**src/sv/urd_pkg.sv**
```systemverilog
// Shared types and constants for the ultrasonic ranger with multiplexed display.
// Used by the design modules of the block; depends on nothing else.
`timescale 1ns / 1ps
`default_nettype none

package urd_pkg;

	localparam int TRIG_W  = 16;
	localparam int HOLD_W  = 24;
	localparam int SCALE_W = 16;
	localparam int TICK_W  = 24;
	localparam int DIST_W  = 10;
	localparam int DIGIT_W = 4;
	localparam int EN_W    = 3;
	localparam int FRAC_BITS = 20;

	localparam int CFG_IDX_W  = 8;
	localparam int CFG_DATA_W = 24;

	// Register indexes of the configuration channel.
	localparam logic [CFG_IDX_W-1:0] CFG_TRIGGER = 8'd0;
	localparam logic [CFG_IDX_W-1:0] CFG_HOLD    = 8'd1;
	localparam logic [CFG_IDX_W-1:0] CFG_SCALE   = 8'd2;

	localparam logic [TRIG_W-1:0]  TRIG_RST  = 16'd160;
	localparam logic [HOLD_W-1:0]  HOLD_RST  = 24'd160000;
	localparam logic [SCALE_W-1:0] SCALE_RST = 16'd1124;

	localparam logic [DIST_W-1:0] DIST_MAX = 10'd999;

	// Display enable codes.
	localparam logic [EN_W-1:0] EN_NONE = 3'b000;
	localparam logic [EN_W-1:0] EN_HUND = 3'b001;
	localparam logic [EN_W-1:0] EN_TENS = 3'b010;
	localparam logic [EN_W-1:0] EN_ONES = 3'b100;

	// Per-beat control flags carried down the pipeline.
	typedef struct packed {
		logic            trig;
		logic [EN_W-1:0] en;
		logic            done;
	} ctl_t;

endpackage

`default_nettype wire

```
**src/sv/urd_ctrl.sv**
```systemverilog
// Input register and phase sequencer: trigger, echo wait, echo count and display hold.
// Depends on urd_pkg.
`timescale 1ns / 1ps
`default_nettype none

module urd_ctrl #(
	parameter int COUNT_BITS = 24
) (
	input  wire                          clk,
	input  wire                          arst_n,
	input  wire                          in_valid,
	output logic                         in_ready,
	input  wire                          echo,
	input  wire [urd_pkg::TRIG_W-1:0]    trigger_ticks,
	input  wire [urd_pkg::HOLD_W-1:0]    hold_ticks,
	output logic                         out_valid,
	input  wire                          out_ready,
	output urd_pkg::ctl_t                out_ctl,
	output logic [COUNT_BITS-1:0]        out_count
);

	localparam logic [2:0] PH_TRIG_LOW  = 3'd0;
	localparam logic [2:0] PH_TRIG_HIGH = 3'd1;
	localparam logic [2:0] PH_WAIT      = 3'd2;
	localparam logic [2:0] PH_COUNT     = 3'd3;
	localparam logic [2:0] PH_HUND      = 3'd4;
	localparam logic [2:0] PH_TENS      = 3'd5;
	localparam logic [2:0] PH_ONES      = 3'd6;

	logic                        v_s1;
	logic                        echo_s1;
	logic                        v_s2;
	urd_pkg::ctl_t               ctl_s2;
	logic [COUNT_BITS-1:0]       count_s2;

	logic [2:0]                  phase_q, phase_d;
	logic [urd_pkg::TICK_W-1:0]  tick_q, tick_d, tick_inc, tick_tmr, len;
	logic [COUNT_BITS-1:0]       count_q, count_d;
	logic                        tmr_done;
	urd_pkg::ctl_t               ctl_d;
	logic                        ready_s2, adv;

	assign ready_s2 = !v_s2 || out_ready;
	assign adv      = v_s1 && ready_s2;
	assign in_ready = !v_s1 || adv;

	// The trigger phases time against the trigger length, the display phases against the hold.
	always_comb begin
		if (phase_q == PH_TRIG_LOW || phase_q == PH_TRIG_HIGH) begin
			len = urd_pkg::TICK_W'(trigger_ticks);
		end else begin
			len = hold_ticks;
		end
	end

	assign tick_inc = tick_q + 1'b1;
	assign tmr_done = tick_inc >= len;
	assign tick_tmr = tmr_done ? '0 : tick_inc;

	always_comb begin
		phase_d = phase_q;
		tick_d  = tick_q;
		count_d = count_q;
		ctl_d   = '{trig: 1'b0, en: urd_pkg::EN_NONE, done: 1'b0};
		case (phase_q)
			PH_TRIG_LOW: begin
				tick_d = tick_tmr;
				if (tmr_done) phase_d = PH_TRIG_HIGH;
			end
			PH_TRIG_HIGH: begin
				ctl_d.trig = 1'b1;
				tick_d = tick_tmr;
				if (tmr_done) phase_d = PH_WAIT;
			end
			PH_WAIT: begin
				tick_d = '0;
				if (echo_s1) begin
					count_d = COUNT_BITS'(1);
					phase_d = PH_COUNT;
				end
			end
			PH_COUNT: begin
				tick_d = '0;
				if (echo_s1) begin
					count_d = count_q + 1'b1;
				end else begin
					ctl_d.done = 1'b1;
					phase_d = PH_HUND;
				end
			end
			PH_HUND: begin
				ctl_d.en = urd_pkg::EN_HUND;
				tick_d = tick_tmr;
				if (tmr_done) phase_d = PH_TENS;
			end
			PH_TENS: begin
				ctl_d.en = urd_pkg::EN_TENS;
				tick_d = tick_tmr;
				if (tmr_done) phase_d = PH_ONES;
			end
			PH_ONES: begin
				ctl_d.en = urd_pkg::EN_ONES;
				tick_d = tick_tmr;
				if (tmr_done) phase_d = PH_TRIG_LOW;
			end
			default: begin
				tick_d = '0;
				phase_d = PH_TRIG_LOW;
			end
		endcase
	end

	always_ff @(posedge clk or negedge arst_n) begin
		if (!arst_n) begin
			v_s1    <= 1'b0;
			v_s2    <= 1'b0;
			phase_q <= PH_TRIG_LOW;
			tick_q  <= '0;
			count_q <= '0;
		end else begin
			if (in_ready) v_s1 <= in_valid;
			if (ready_s2) v_s2 <= v_s1;
			if (adv) begin
				phase_q <= phase_d;
				tick_q  <= tick_d;
				count_q <= count_d;
			end
		end
	end

	always_ff @(posedge clk) begin
		if (in_valid && in_ready) echo_s1 <= echo;
		if (adv) begin
			ctl_s2   <= ctl_d;
			count_s2 <= count_q;
		end
	end

	assign out_valid = v_s2;
	assign out_ctl   = ctl_s2;
	assign out_count = count_s2;

endmodule

`default_nettype wire

```
**src/sv/urd_scale.sv**
```systemverilog
// Echo count to centimetres: registered multiply, then shift and saturate.
// Holds the last latched distance. Depends on urd_pkg.
`timescale 1ns / 1ps
`default_nettype none

module urd_scale #(
	parameter int COUNT_BITS = 24
) (
	input  wire                           clk,
	input  wire                           arst_n,
	input  wire                           in_valid,
	output logic                          in_ready,
	input  urd_pkg::ctl_t                 in_ctl,
	input  wire [COUNT_BITS-1:0]          in_count,
	input  wire [urd_pkg::SCALE_W-1:0]    scale,
	output logic                          out_valid,
	input  wire                           out_ready,
	output urd_pkg::ctl_t                 out_ctl,
	output logic [urd_pkg::DIST_W-1:0]    out_dist
);

	localparam int PW = COUNT_BITS + urd_pkg::SCALE_W;
	localparam int HW = PW - urd_pkg::FRAC_BITS;

	logic                        v_s3, v_s4;
	urd_pkg::ctl_t               ctl_s3, ctl_s4;
	logic [PW-1:0]               prod_s3;
	logic [urd_pkg::DIST_W-1:0]  dist_s4, dist_sat;
	logic [HW-1:0]               whole;
	logic                        ready_s3, ready_s4, move4;

	assign ready_s4 = !v_s4 || out_ready;
	assign ready_s3 = !v_s3 || ready_s4;
	assign move4    = v_s3 && ready_s4;
	assign in_ready = ready_s3;

	assign whole    = prod_s3[PW-1:urd_pkg::FRAC_BITS];
	assign dist_sat = (whole > HW'(urd_pkg::DIST_MAX)) ? urd_pkg::DIST_MAX
		: whole[urd_pkg::DIST_W-1:0];

	always_ff @(posedge clk or negedge arst_n) begin
		if (!arst_n) begin
			v_s3    <= 1'b0;
			v_s4    <= 1'b0;
			dist_s4 <= '0;
		end else begin
			if (ready_s3) v_s3 <= in_valid;
			if (ready_s4) v_s4 <= v_s3;
			if (move4 && ctl_s3.done) dist_s4 <= dist_sat;
		end
	end

	always_ff @(posedge clk) begin
		if (in_valid && ready_s3) begin
			ctl_s3  <= in_ctl;
			prod_s3 <= PW'(in_count) * PW'(scale);
		end
		if (move4) ctl_s4 <= ctl_s3;
	end

	assign out_valid = v_s4;
	assign out_ctl   = ctl_s4;
	assign out_dist  = dist_s4;

endmodule

`default_nettype wire

```
**src/sv/urd_digits.sv**
```systemverilog
// Decimal split of the distance and selection of the shown digit; ends in the
// output register. Depends on urd_pkg.
`timescale 1ns / 1ps
`default_nettype none

module urd_digits (
	input  wire                            clk,
	input  wire                            arst_n,
	input  wire                            in_valid,
	output logic                           in_ready,
	input  urd_pkg::ctl_t                  in_ctl,
	input  wire [urd_pkg::DIST_W-1:0]      in_dist,
	output logic                           out_valid,
	input  wire                            out_ready,
	output urd_pkg::ctl_t                  out_ctl,
	output logic [urd_pkg::DIGIT_W-1:0]    out_digit,
	output logic [urd_pkg::DIST_W-1:0]     out_dist
);

	// Hundreds by parallel compares against the multiples of one hundred.
	function automatic logic [urd_pkg::DIGIT_W-1:0] hund_of(input logic [urd_pkg::DIST_W-1:0] d);
		logic [urd_pkg::DIGIT_W-1:0] h;
		h = '0;
		for (int i = 1; i < 10; i++) begin
			if (d >= urd_pkg::DIST_W'(i * 100)) h = urd_pkg::DIGIT_W'(i);
		end
		return h;
	endfunction

	function automatic logic [urd_pkg::DIGIT_W-1:0] tens_of(input logic [6:0] r);
		logic [urd_pkg::DIGIT_W-1:0] t;
		t = '0;
		for (int i = 1; i < 10; i++) begin
			if (r >= 7'(i * 10)) t = urd_pkg::DIGIT_W'(i);
		end
		return t;
	endfunction

	logic                          v_s5, v_s6;
	urd_pkg::ctl_t                 ctl_s5, ctl_s6;
	logic [urd_pkg::DIST_W-1:0]    dist_s5, dist_s6;
	logic [urd_pkg::DIGIT_W-1:0]   hund_s5, hund_d, tens, ones, digit_d, digit_s6;
	logic [6:0]                    rem_s5, rem_d;
	logic [urd_pkg::DIST_W-1:0]    rem_w;
	logic [6:0]                    ones_w;
	logic                          ready_s5, ready_s6, move6;

	assign ready_s6 = !v_s6 || out_ready;
	assign ready_s5 = !v_s5 || ready_s6;
	assign move6    = v_s5 && ready_s6;
	assign in_ready = ready_s5;

	assign hund_d = hund_of(in_dist);
	assign rem_w  = in_dist - urd_pkg::DIST_W'(hund_d) * urd_pkg::DIST_W'(100);
	assign rem_d  = rem_w[6:0];

	assign tens   = tens_of(rem_s5);
	assign ones_w = rem_s5 - 7'(tens) * 7'(10);
	assign ones   = ones_w[urd_pkg::DIGIT_W-1:0];

	always_comb begin
		case (ctl_s5.en)
			urd_pkg::EN_HUND: digit_d = hund_s5;
			urd_pkg::EN_TENS: digit_d = tens;
			urd_pkg::EN_ONES: digit_d = ones;
			default:          digit_d = '0;
		endcase
	end

	always_ff @(posedge clk or negedge arst_n) begin
		if (!arst_n) begin
			v_s5 <= 1'b0;
			v_s6 <= 1'b0;
		end else begin
			if (ready_s5) v_s5 <= in_valid;
			if (ready_s6) v_s6 <= v_s5;
		end
	end

	always_ff @(posedge clk) begin
		if (in_valid && ready_s5) begin
			ctl_s5  <= in_ctl;
			dist_s5 <= in_dist;
			hund_s5 <= hund_d;
			rem_s5  <= rem_d;
		end
		if (move6) begin
			ctl_s6   <= ctl_s5;
			dist_s6  <= dist_s5;
			digit_s6 <= digit_d;
		end
	end

	assign out_valid = v_s6;
	assign out_ctl   = ctl_s6;
	assign out_digit = digit_s6;
	assign out_dist  = dist_s6;

endmodule

`default_nettype wire

```
**src/sv/ultrasonic_ranger_display_top.sv**
```systemverilog
// Ultrasonic ranger with three-digit multiplexed display, top level.
// Throughput: one beat per cycle while m_tready is high; every stage has its own valid bit,
// so bubbles close up. The phase sequencer updates once per accepted beat; one 24x16 multiply
// sets the stage budget.
// Reset (arst_n low, asynchronous): pipeline empty, trigger-low phase, counters and distance
// zero, registers at 160 / 160000 / 1124. Depends on urd_pkg, urd_ctrl, urd_scale, urd_digits.
`timescale 1ns / 1ps
`default_nettype none

module ultrasonic_ranger_display_top #(
	parameter int COUNT_BITS = 24
) (
	input  wire         clk,
	input  wire         arst_n,
	// Input beats: one per clock tick of the sensor timing.
	input  wire         s_tvalid,
	output logic        s_tready,
	input  wire [7:0]   s_tdata,    // [0] echo_level, [7:1] zero
	// Result beats: one per input beat.
	output logic        m_tvalid,
	input  wire         m_tready,
	output logic [23:0] m_tdata,    // [0] trig, [3:1] digit_enable, [7:4] digit_value,
	                                // [17:8] distance_cm, [23:18] zero
	output logic [0:0]  m_tuser,    // [0] measure_done
	// Register writes.
	input  wire         cfg_valid,
	output logic        cfg_ready,
	input  wire [urd_pkg::CFG_IDX_W-1:0]  cfg_index,
	input  wire [urd_pkg::CFG_DATA_W-1:0] cfg_data
);

	// Configuration registers. The user must write them only while the pipeline is empty,
	// which the block itself does not enforce; every stage reads them directly.
	logic [urd_pkg::TRIG_W-1:0]  trig_len_q;
	logic [urd_pkg::HOLD_W-1:0]  hold_q;
	logic [urd_pkg::SCALE_W-1:0] scale_q;

	assign cfg_ready = 1'b1;

	always_ff @(posedge clk or negedge arst_n) begin
		if (!arst_n) begin
			trig_len_q <= urd_pkg::TRIG_RST;
			hold_q     <= urd_pkg::HOLD_RST;
			scale_q    <= urd_pkg::SCALE_RST;
		end else if (cfg_valid && cfg_ready) begin
			case (cfg_index)
				urd_pkg::CFG_TRIGGER: trig_len_q <= cfg_data[urd_pkg::TRIG_W-1:0];
				urd_pkg::CFG_HOLD:    hold_q     <= cfg_data[urd_pkg::HOLD_W-1:0];
				urd_pkg::CFG_SCALE:   scale_q    <= cfg_data[urd_pkg::SCALE_W-1:0];
				default: ; // Unknown indexes are dropped.
			endcase
		end
	end

	// Sequencer: input register, then the phase machine feeding stage two.
	logic                  c_valid, c_ready;
	urd_pkg::ctl_t         c_ctl;
	logic [COUNT_BITS-1:0] c_count;

	urd_ctrl #(.COUNT_BITS(COUNT_BITS)) u_ctrl (
		.clk           (clk),
		.arst_n        (arst_n),
		.in_valid      (s_tvalid),
		.in_ready      (s_tready),
		.echo          (s_tdata[0]),
		.trigger_ticks (trig_len_q),
		.hold_ticks    (hold_q),
		.out_valid     (c_valid),
		.out_ready     (c_ready),
		.out_ctl       (c_ctl),
		.out_count     (c_count)
	);

	// Scaling: the multiply is registered, then shifted and clamped to 999 cm.
	logic                        d_valid, d_ready;
	urd_pkg::ctl_t               d_ctl;
	logic [urd_pkg::DIST_W-1:0]  d_dist;

	urd_scale #(.COUNT_BITS(COUNT_BITS)) u_scale (
		.clk       (clk),
		.arst_n    (arst_n),
		.in_valid  (c_valid),
		.in_ready  (c_ready),
		.in_ctl    (c_ctl),
		.in_count  (c_count),
		.scale     (scale_q),
		.out_valid (d_valid),
		.out_ready (d_ready),
		.out_ctl   (d_ctl),
		.out_dist  (d_dist)
	);

	// Decimal split and digit multiplexing, ending in the output register.
	urd_pkg::ctl_t                o_ctl;
	logic [urd_pkg::DIGIT_W-1:0]  o_digit;
	logic [urd_pkg::DIST_W-1:0]   o_dist;

	urd_digits u_digits (
		.clk       (clk),
		.arst_n    (arst_n),
		.in_valid  (d_valid),
		.in_ready  (d_ready),
		.in_ctl    (d_ctl),
		.in_dist   (d_dist),
		.out_valid (m_tvalid),
		.out_ready (m_tready),
		.out_ctl   (o_ctl),
		.out_digit (o_digit),
		.out_dist  (o_dist)
	);

	assign m_tdata = {6'b0, o_dist, o_digit, o_ctl.en, o_ctl.trig};
	assign m_tuser = o_ctl.done;

endmodule

`default_nettype wire

```
**config.mk**
```make
export PLATFORM = sky130hd
export DESIGN_NAME = ultrasonic_ranger_display_top
export DESIGN_NICKNAME = d
export VERILOG_FILES = /design/src/sv/urd_pkg.sv /design/src/sv/urd_ctrl.sv /design/src/sv/urd_scale.sv /design/src/sv/urd_digits.sv /design/src/sv/ultrasonic_ranger_display_top.sv
export SDC_FILE = /design/constraint.sdc
export NUM_CORES = 1
export LEC_CHECK = 0
export BUFFER_PORTS_ARGS = -buffer_cell sky130_fd_sc_hd__buf_2
export CORE_MARGIN = 2
export CORE_UTILIZATION = 35
export CTS_CLUSTER_SIZE = 25
export DETAILED_ROUTE_END_ITERATION = 16
export GPL_ROUTABILITY_DRIVEN = 0
export MAX_ROUTING_LAYER = met4
export PLACE_DENSITY = 0.55
export SETUP_SLACK_MARGIN = 0.4
export SYNTH_ARGS = -nofsm -noshare
export SYNTH_HDL_FRONTEND = slang
export SYNTH_SLANG_ARGS = --single-unit
```
**constraint.sdc**
```tcl
create_clock -name clk -period 9.3 [get_ports clk]
set_input_delay 1.86 -clock clk [delete_from_list [all_inputs] [get_ports clk]]
set_output_delay 1.86 -clock clk [all_outputs]
set_load 0.005 [all_outputs]
```
After elaboration in Yosys (flattened, before gate mapping) --
Index checks and enable logic that the tools add are counted.
Operators by class: add/subtract/negate cells 4, bitwise gates (word level) 0, multipliers 3, $lt $le $gt $ge 20, shift-type cells 0, equal/unequal tests 19, reduce and logical (&&, ||, !) cells 29, mux-type cells 37, divide/modulo/power cells 0
Operators by type and width (count):
- two-way mux 24 bit | 5
- adder 24 x 1 -> 24 bit (second input constant) | 2
- one-hot mux 24 bit (2 select lines) | 1
- greater-or-equal comparator 10 bit (second input constant) | 4
- multiplier 24 x 16 -> 40 bit | 1
- two-way mux 4 bit | 10
- two-way mux 3 bit | 11
- greater-or-equal comparator 10 x 9 -> 1 bit (second input constant) | 3
- greater-or-equal comparator 24 bit | 1
- greater-or-equal comparator 7 x 6 -> 1 bit (second input constant) | 3
- greater-or-equal comparator 7 bit (second input constant) | 3
- one-hot mux 3 bit (7 select lines) | 1
- > comparator 20 x 10 -> 1 bit (second input constant) | 1
- greater-or-equal comparator 7 x 5 -> 1 bit (second input constant) | 2
- != test 2 x 1 -> 1 bit (second input constant) | 7
- equality test 3 bit (second input constant) | 4
- one-hot mux 4 bit (3 select lines) | 1
- greater-or-equal comparator 10 x 7 -> 1 bit (second input constant) | 1
- greater-or-equal comparator 10 x 8 -> 1 bit (second input constant) | 1
- two-way mux 10 bit | 1
- equality test 3 x 2 -> 1 bit (second input constant) | 3
- one-hot mux 3 bit (3 select lines) | 1
- equality test 8 x 1 -> 1 bit (second input constant) | 1
- equality test 8 x 2 -> 1 bit (second input constant) | 1
- other kinds (19) | 43
Word-level totals: register bits after elaboration 248, RAM bits 0, bits of input ports 45, bits in latches 0, memories kept 0, output and inout port bits 28, logic and storage cells 148, bits in read-only memories 0

Logic depth before layout (Yosys ltp) --
word-level depth 13, mapped depth 24, gate-level depth less buffers 23

Modules after synthesis --
Synthesis repeated with hierarchy kept, for this count alone.
Second synthesis, totals: cells, all modules 2246, area total of the unflattened synthesis 22861.9 µm²
By module, submodules not included:
- urd_scale | area each 13655.6 µm², instances 1, cells each 1499, sequential area each 1201.2 µm²
- urd_ctrl | area each 4588.2 µm², instances 1, cells each 438, sequential area each 2227.1 µm²
- ultrasonic_ranger_display_top | area each 2369.8 µm², instances 1, cells each 133, sequential area each 1415.1 µm²
- urd_digits | area each 2248.4 µm², instances 1, cells each 176, sequential area each 1341.3 µm²

Least setup slack after synthesis --
No wires, ideal clock.
kind register -> register, from reg scale_q[6] in the netlist's numbering, to reg u_scale.prod_s3[32] (data pin), setup slack 3.133 ns, data arrival time 5.910 ns, data required time 9.042 ns, setup time 0.258 ns, buffers on the path 1, stages on the path, launching flop included 24, period minus slack after synthesis 6.167 ns, cell sequence dfstp_2 > clkbuf_1 > nand2_1 > fa_1 > inv_1 > fa_1 > inv_1 > fa_1 > inv_1 > fa_1 > fa_1 > inv_1 > fa_1 > inv_1 > ha_1 > a21oi_1 > o21ai_0 > a221oi_1 > o22ai_1 > nor3_2 > nand2b_1 > o21bai_1 > a21oi_1 > xnor2_1
On the way: longest elaborated chain between the ends 1
Ends and longest elaborated chain:
- from (decl) | line ultrasonic_ranger_display_top.sv:36 | logic [urd_pkg::SCALE_W-1:0] scale_q;
- from (signal assigned) | line ultrasonic_ranger_display_top.sv:44 | scale_q <= urd_pkg::SCALE_RST;
- from (signal assigned) | line ultrasonic_ranger_display_top.sv:49 | urd_pkg::CFG_SCALE: scale_q <= cfg_data[urd_pkg::SCALE_W-1:0];
- multiplier 24 x 16 -> 40 bit | line urd_scale.sv:56 | prod_s3 <= PW'(in_count) * PW'(scale);
- to (signal assigned) | line urd_scale.sv:56
- to (decl) | line urd_scale.sv:27 | logic [PW-1:0] prod_s3;
No other way between the ends. A chain may end at the register's enable or synchronous reset.

Worst setup path in the final report --
from reg scale_q[3] in the netlist's numbering, to reg u_scale.prod_s3[32] (data pin)
The elaborated chain is that of the path after synthesis.

==> impl_metrics.yaml <==
power:
  p_int_mw: 2.39
  leakagePower_nw: 11.3
  power_density_mw_per_mm2: 159
  switching_share: 0.365
  combinationalPowerShare: 0.325
  power_switching_mw: 1.38
  vdd_drop_max_mv: 0.139
  power_mw: 3.77
  p_clk_frac: 0.274
  seq_power_share: 0.401
clock_tree:
  cts_resized: 0
  cts.path.max_buffers: 3
  cts-root-buf: "clkbuf_16"
  cts_tree: "built"
  postCtsSetupBuffers: 0
  cts_made_buffers: 27
  h-tree-depth: 1
  clk_pin_slew_worst_paths_ns: 0.06
  hold_buffers: 0
  cts.sinks: 226
  clock_latency_ns: 0.55
critical_path:
  worst-path-max-fanout: 25
  startpoint_type: "flip-flop"
  crit_chain: "nand2_1, fa_1, inv_1, fa_1, inv_1, fa_1, inv_1, fa_1, fa_1, inv_1, fa_1, inv_1, ha_1, a21oi_1, o21ai_0, a221oi_1, o22ai_1, nor3_2, nand2b_1, o21bai_1, a21oi_1, xnor2_1"
  cpMostUsedCell: "fa_1"
  path_class: "flip-flop to flip-flop"
  arrival_ns: 7.47
  critPathCaptureType: "flip-flop"
  cp_slowest_cell: "dfrtp_1"
  required_ns: 9.60
  critPathMaxStageDelay_ns: 1.13
sta:
  worst_slack_ns: 2.13
  period_needed_ns: 7.17
  fin_setup_tns_ns: 0
  fin_hold_ws_ns: 0.411
  finalMaxSlewViolations: 0
  finClkSkew_ns: 0.0152
  rsz0062_at_grt: "no"
  hold_viol: 0
  setup_viol: 0
  relSlewSlack: 0.207
  worst_pin_slew_ns: 1.19
  post-route-period-util: 0.771
  max_freq_mhz: 139
finish:
  multiInputGateArea_mm2: 0.0138
  n_antenna_cell: 0
  drive_gt1_frac: 0.0960
  finish.utilization: 0.386
  n_fill_cell: 6046
  fin_cells: 3015
  stdcell_area_mm2: 0.0238
  nets: 2651
  area_growth_syn_to_layout_pct: 9.22
  regArea_mm2: 0.00618
synthesis:
  ys.warnings.count: 0
  yosysSeqAreaShare: 0.284
  synth_area_leaders: "fa_1 28%, edfxtp_1 14%, dfrtp_1 13%, ha_1 8.1%, inv_1 6.4%"
  synthCells: 2140
  ys_top_cells_by_count: "373 x inv_1, 322 x nand2_1, 307 x fa_1"
  synth_edf_count: 103
  yosys.area.top_type: "fa_1"
  ys_types: 68
  synth_area_mm2: 0.0218
  async_reset_ff_frac: 0.544
  yosys.cell_count.top_type: "inv_1"
  ys_ff_latch: 226
  synthFlopType: "dfrtp_1"
  avgSynthCellArea_um2: 10.2
  synth_top_area_frac: 0.282
placement:
  hpwl_um: 36400
  pre_cts_slack_ns: 2.09
  dp.cells: 2966
  io_buffers: 58
  dpl_cell_area_mm2: 0.0229
run_status:
  status: "finished, final reports clean"
detailed_routing:
  dr.pass1.iters: 5
  dr.first_iter.drc_count: 872
  routedWlPerCell_um: 16.6
  top_layer_used: "met4"
  wl_met2_um: 24000
  wl_met1_um: 22500
  vias_per_cell: 4.87
  drc: 0
  routed_wl_um: 50000
  num_vias: 14700
  ant_nets: 0
  dr_wl_met3_um: 2500
global_routing:
  grt_pass1_vias: 15500
  grt-ovfl-total: 0
  grt_pass1_wl_um: 82800
  grt_use_total: 0.168
  grt_max_degree: 67
  antenna_found_initial: 0
floorplanning:
  die_h_um: 253
  core_region_area_mm2: 0.0616
  die_w_um: 253
  pin_count: 73
  start_util: 0.353
  die_area_mm2: 0.0642
  placementRows: 91
worst_hold_path:
  hold_class: "flip-flop to flip-flop"
run:
  cap_violations: 0
[critical path, delay by kind of cell, from the launching register on]
kind	cells	cell delay (ns)
flops	1	1.13
compound gates	6	1.17
xor+xnor	1	0.08
buf+inv	5	0.25
fa+ha+maj	7	3.40
simple gates	3	0.89
[placed cells by master (no fill, tap or decap), types with 7 or more instances in the layout]
cell type and n:
xor2_1 22, nand4_1 19, edfxtp_1 103, nand3_1 30
a22o_1 8, nor2_1 50, clkbuf_16 27, buf_4 21
ha_1 141, and2_1 160, nor2b_1 10, dfrtp_1 112
nor3_1 11, o21ai_0 59, a21o_1 18, buf_2 57
or3_1 12, nand2b_1 10, inv_1 373, fa_1 307
dfstp_2 11, mux2_2 59, mux2i_1 18, and3_1 12
xnor2_1 43, nand2_1 322, conb_1 7, a21oi_1 46
[flip-flops by register name, indices dropped and copies added (netlist names), 7 cells and up]
signal             flops
u_digits.out_dist     10
u_ctrl.tick_q         24
u_scale.prod_s3       20
u_digits.dist_s5       8
u_digits.rem_s5        7
hold_q                24
scale_q               16
u_scale.out_dist      10
u_ctrl.out_count      24
trig_len_q            16
u_ctrl.count_q        24
[cell type report]
cell class,instances,area share
clock inverters,13,0.00590
repair buffers,78,0.0186
inverters,374,0.0591
well taps,837,0.0441
flip-flops and latches,226,0.260
multi-input cells,1451,0.581
clock buffers,36,0.0311
[routing by layer]
metal / vias up / GRT usage
met4: 0 / 0.0414
li1: 6761 / -
met3: 69 / 0.0203
met1: 7505 / 0.224
met5: - / -
met2: 353 / 0.272
[cells by family (layout without fill, tap and decap cells)]
logic type                 count (synthesis)  in the layout  synth area share
adders and majority gates                448            448             0.364
other                                      2              7          0.000345
DFF                                      226            226             0.284
muxes                                     77             77            0.0388
and+or+nand+nor                          662            662             0.147
buffers and inverters                    468            501            0.0821
AOI/OAI and AO/OA                        192            192            0.0577
xor gates and xnor gates                  65             65            0.0262
[worst paths after layout]
kind | start | end | slack [ns] | depth (start not counted)
setup / recovery | scale_q[3] | u_scale.prod_s3[32] | 2.13 | 22
hold / removal | u_ctrl.out_ctl[0] | u_scale.ctl_s3[0] | 0.41 | 0
setup reg to reg | scale_q[3] | u_scale.prod_s3[32] | 2.13 | 22
hold reg to reg | u_ctrl.out_ctl[0] | u_scale.ctl_s3[0] | 0.41 | 0
max in group asynchronous | arst_n | u_scale.out_dist[5] | 6.54 | 2
min in group asynchronous | arst_n | trig_len_q[8] | 1.42 | 1
[power groups by stage]
stage          clock network, mW  logic [mW]  registers, mW
2_1_floorplan                  0       0.994           1.36
3_3_place_gp                   0        1.21           1.52
3_5_place_dp                   0        1.23           1.53
4_1_cts                     1.07        1.25           1.51
5_1_grt                     1.11        1.40           1.54
6_report                    1.03        1.23           1.51
(Power assumes the default switching activity.)
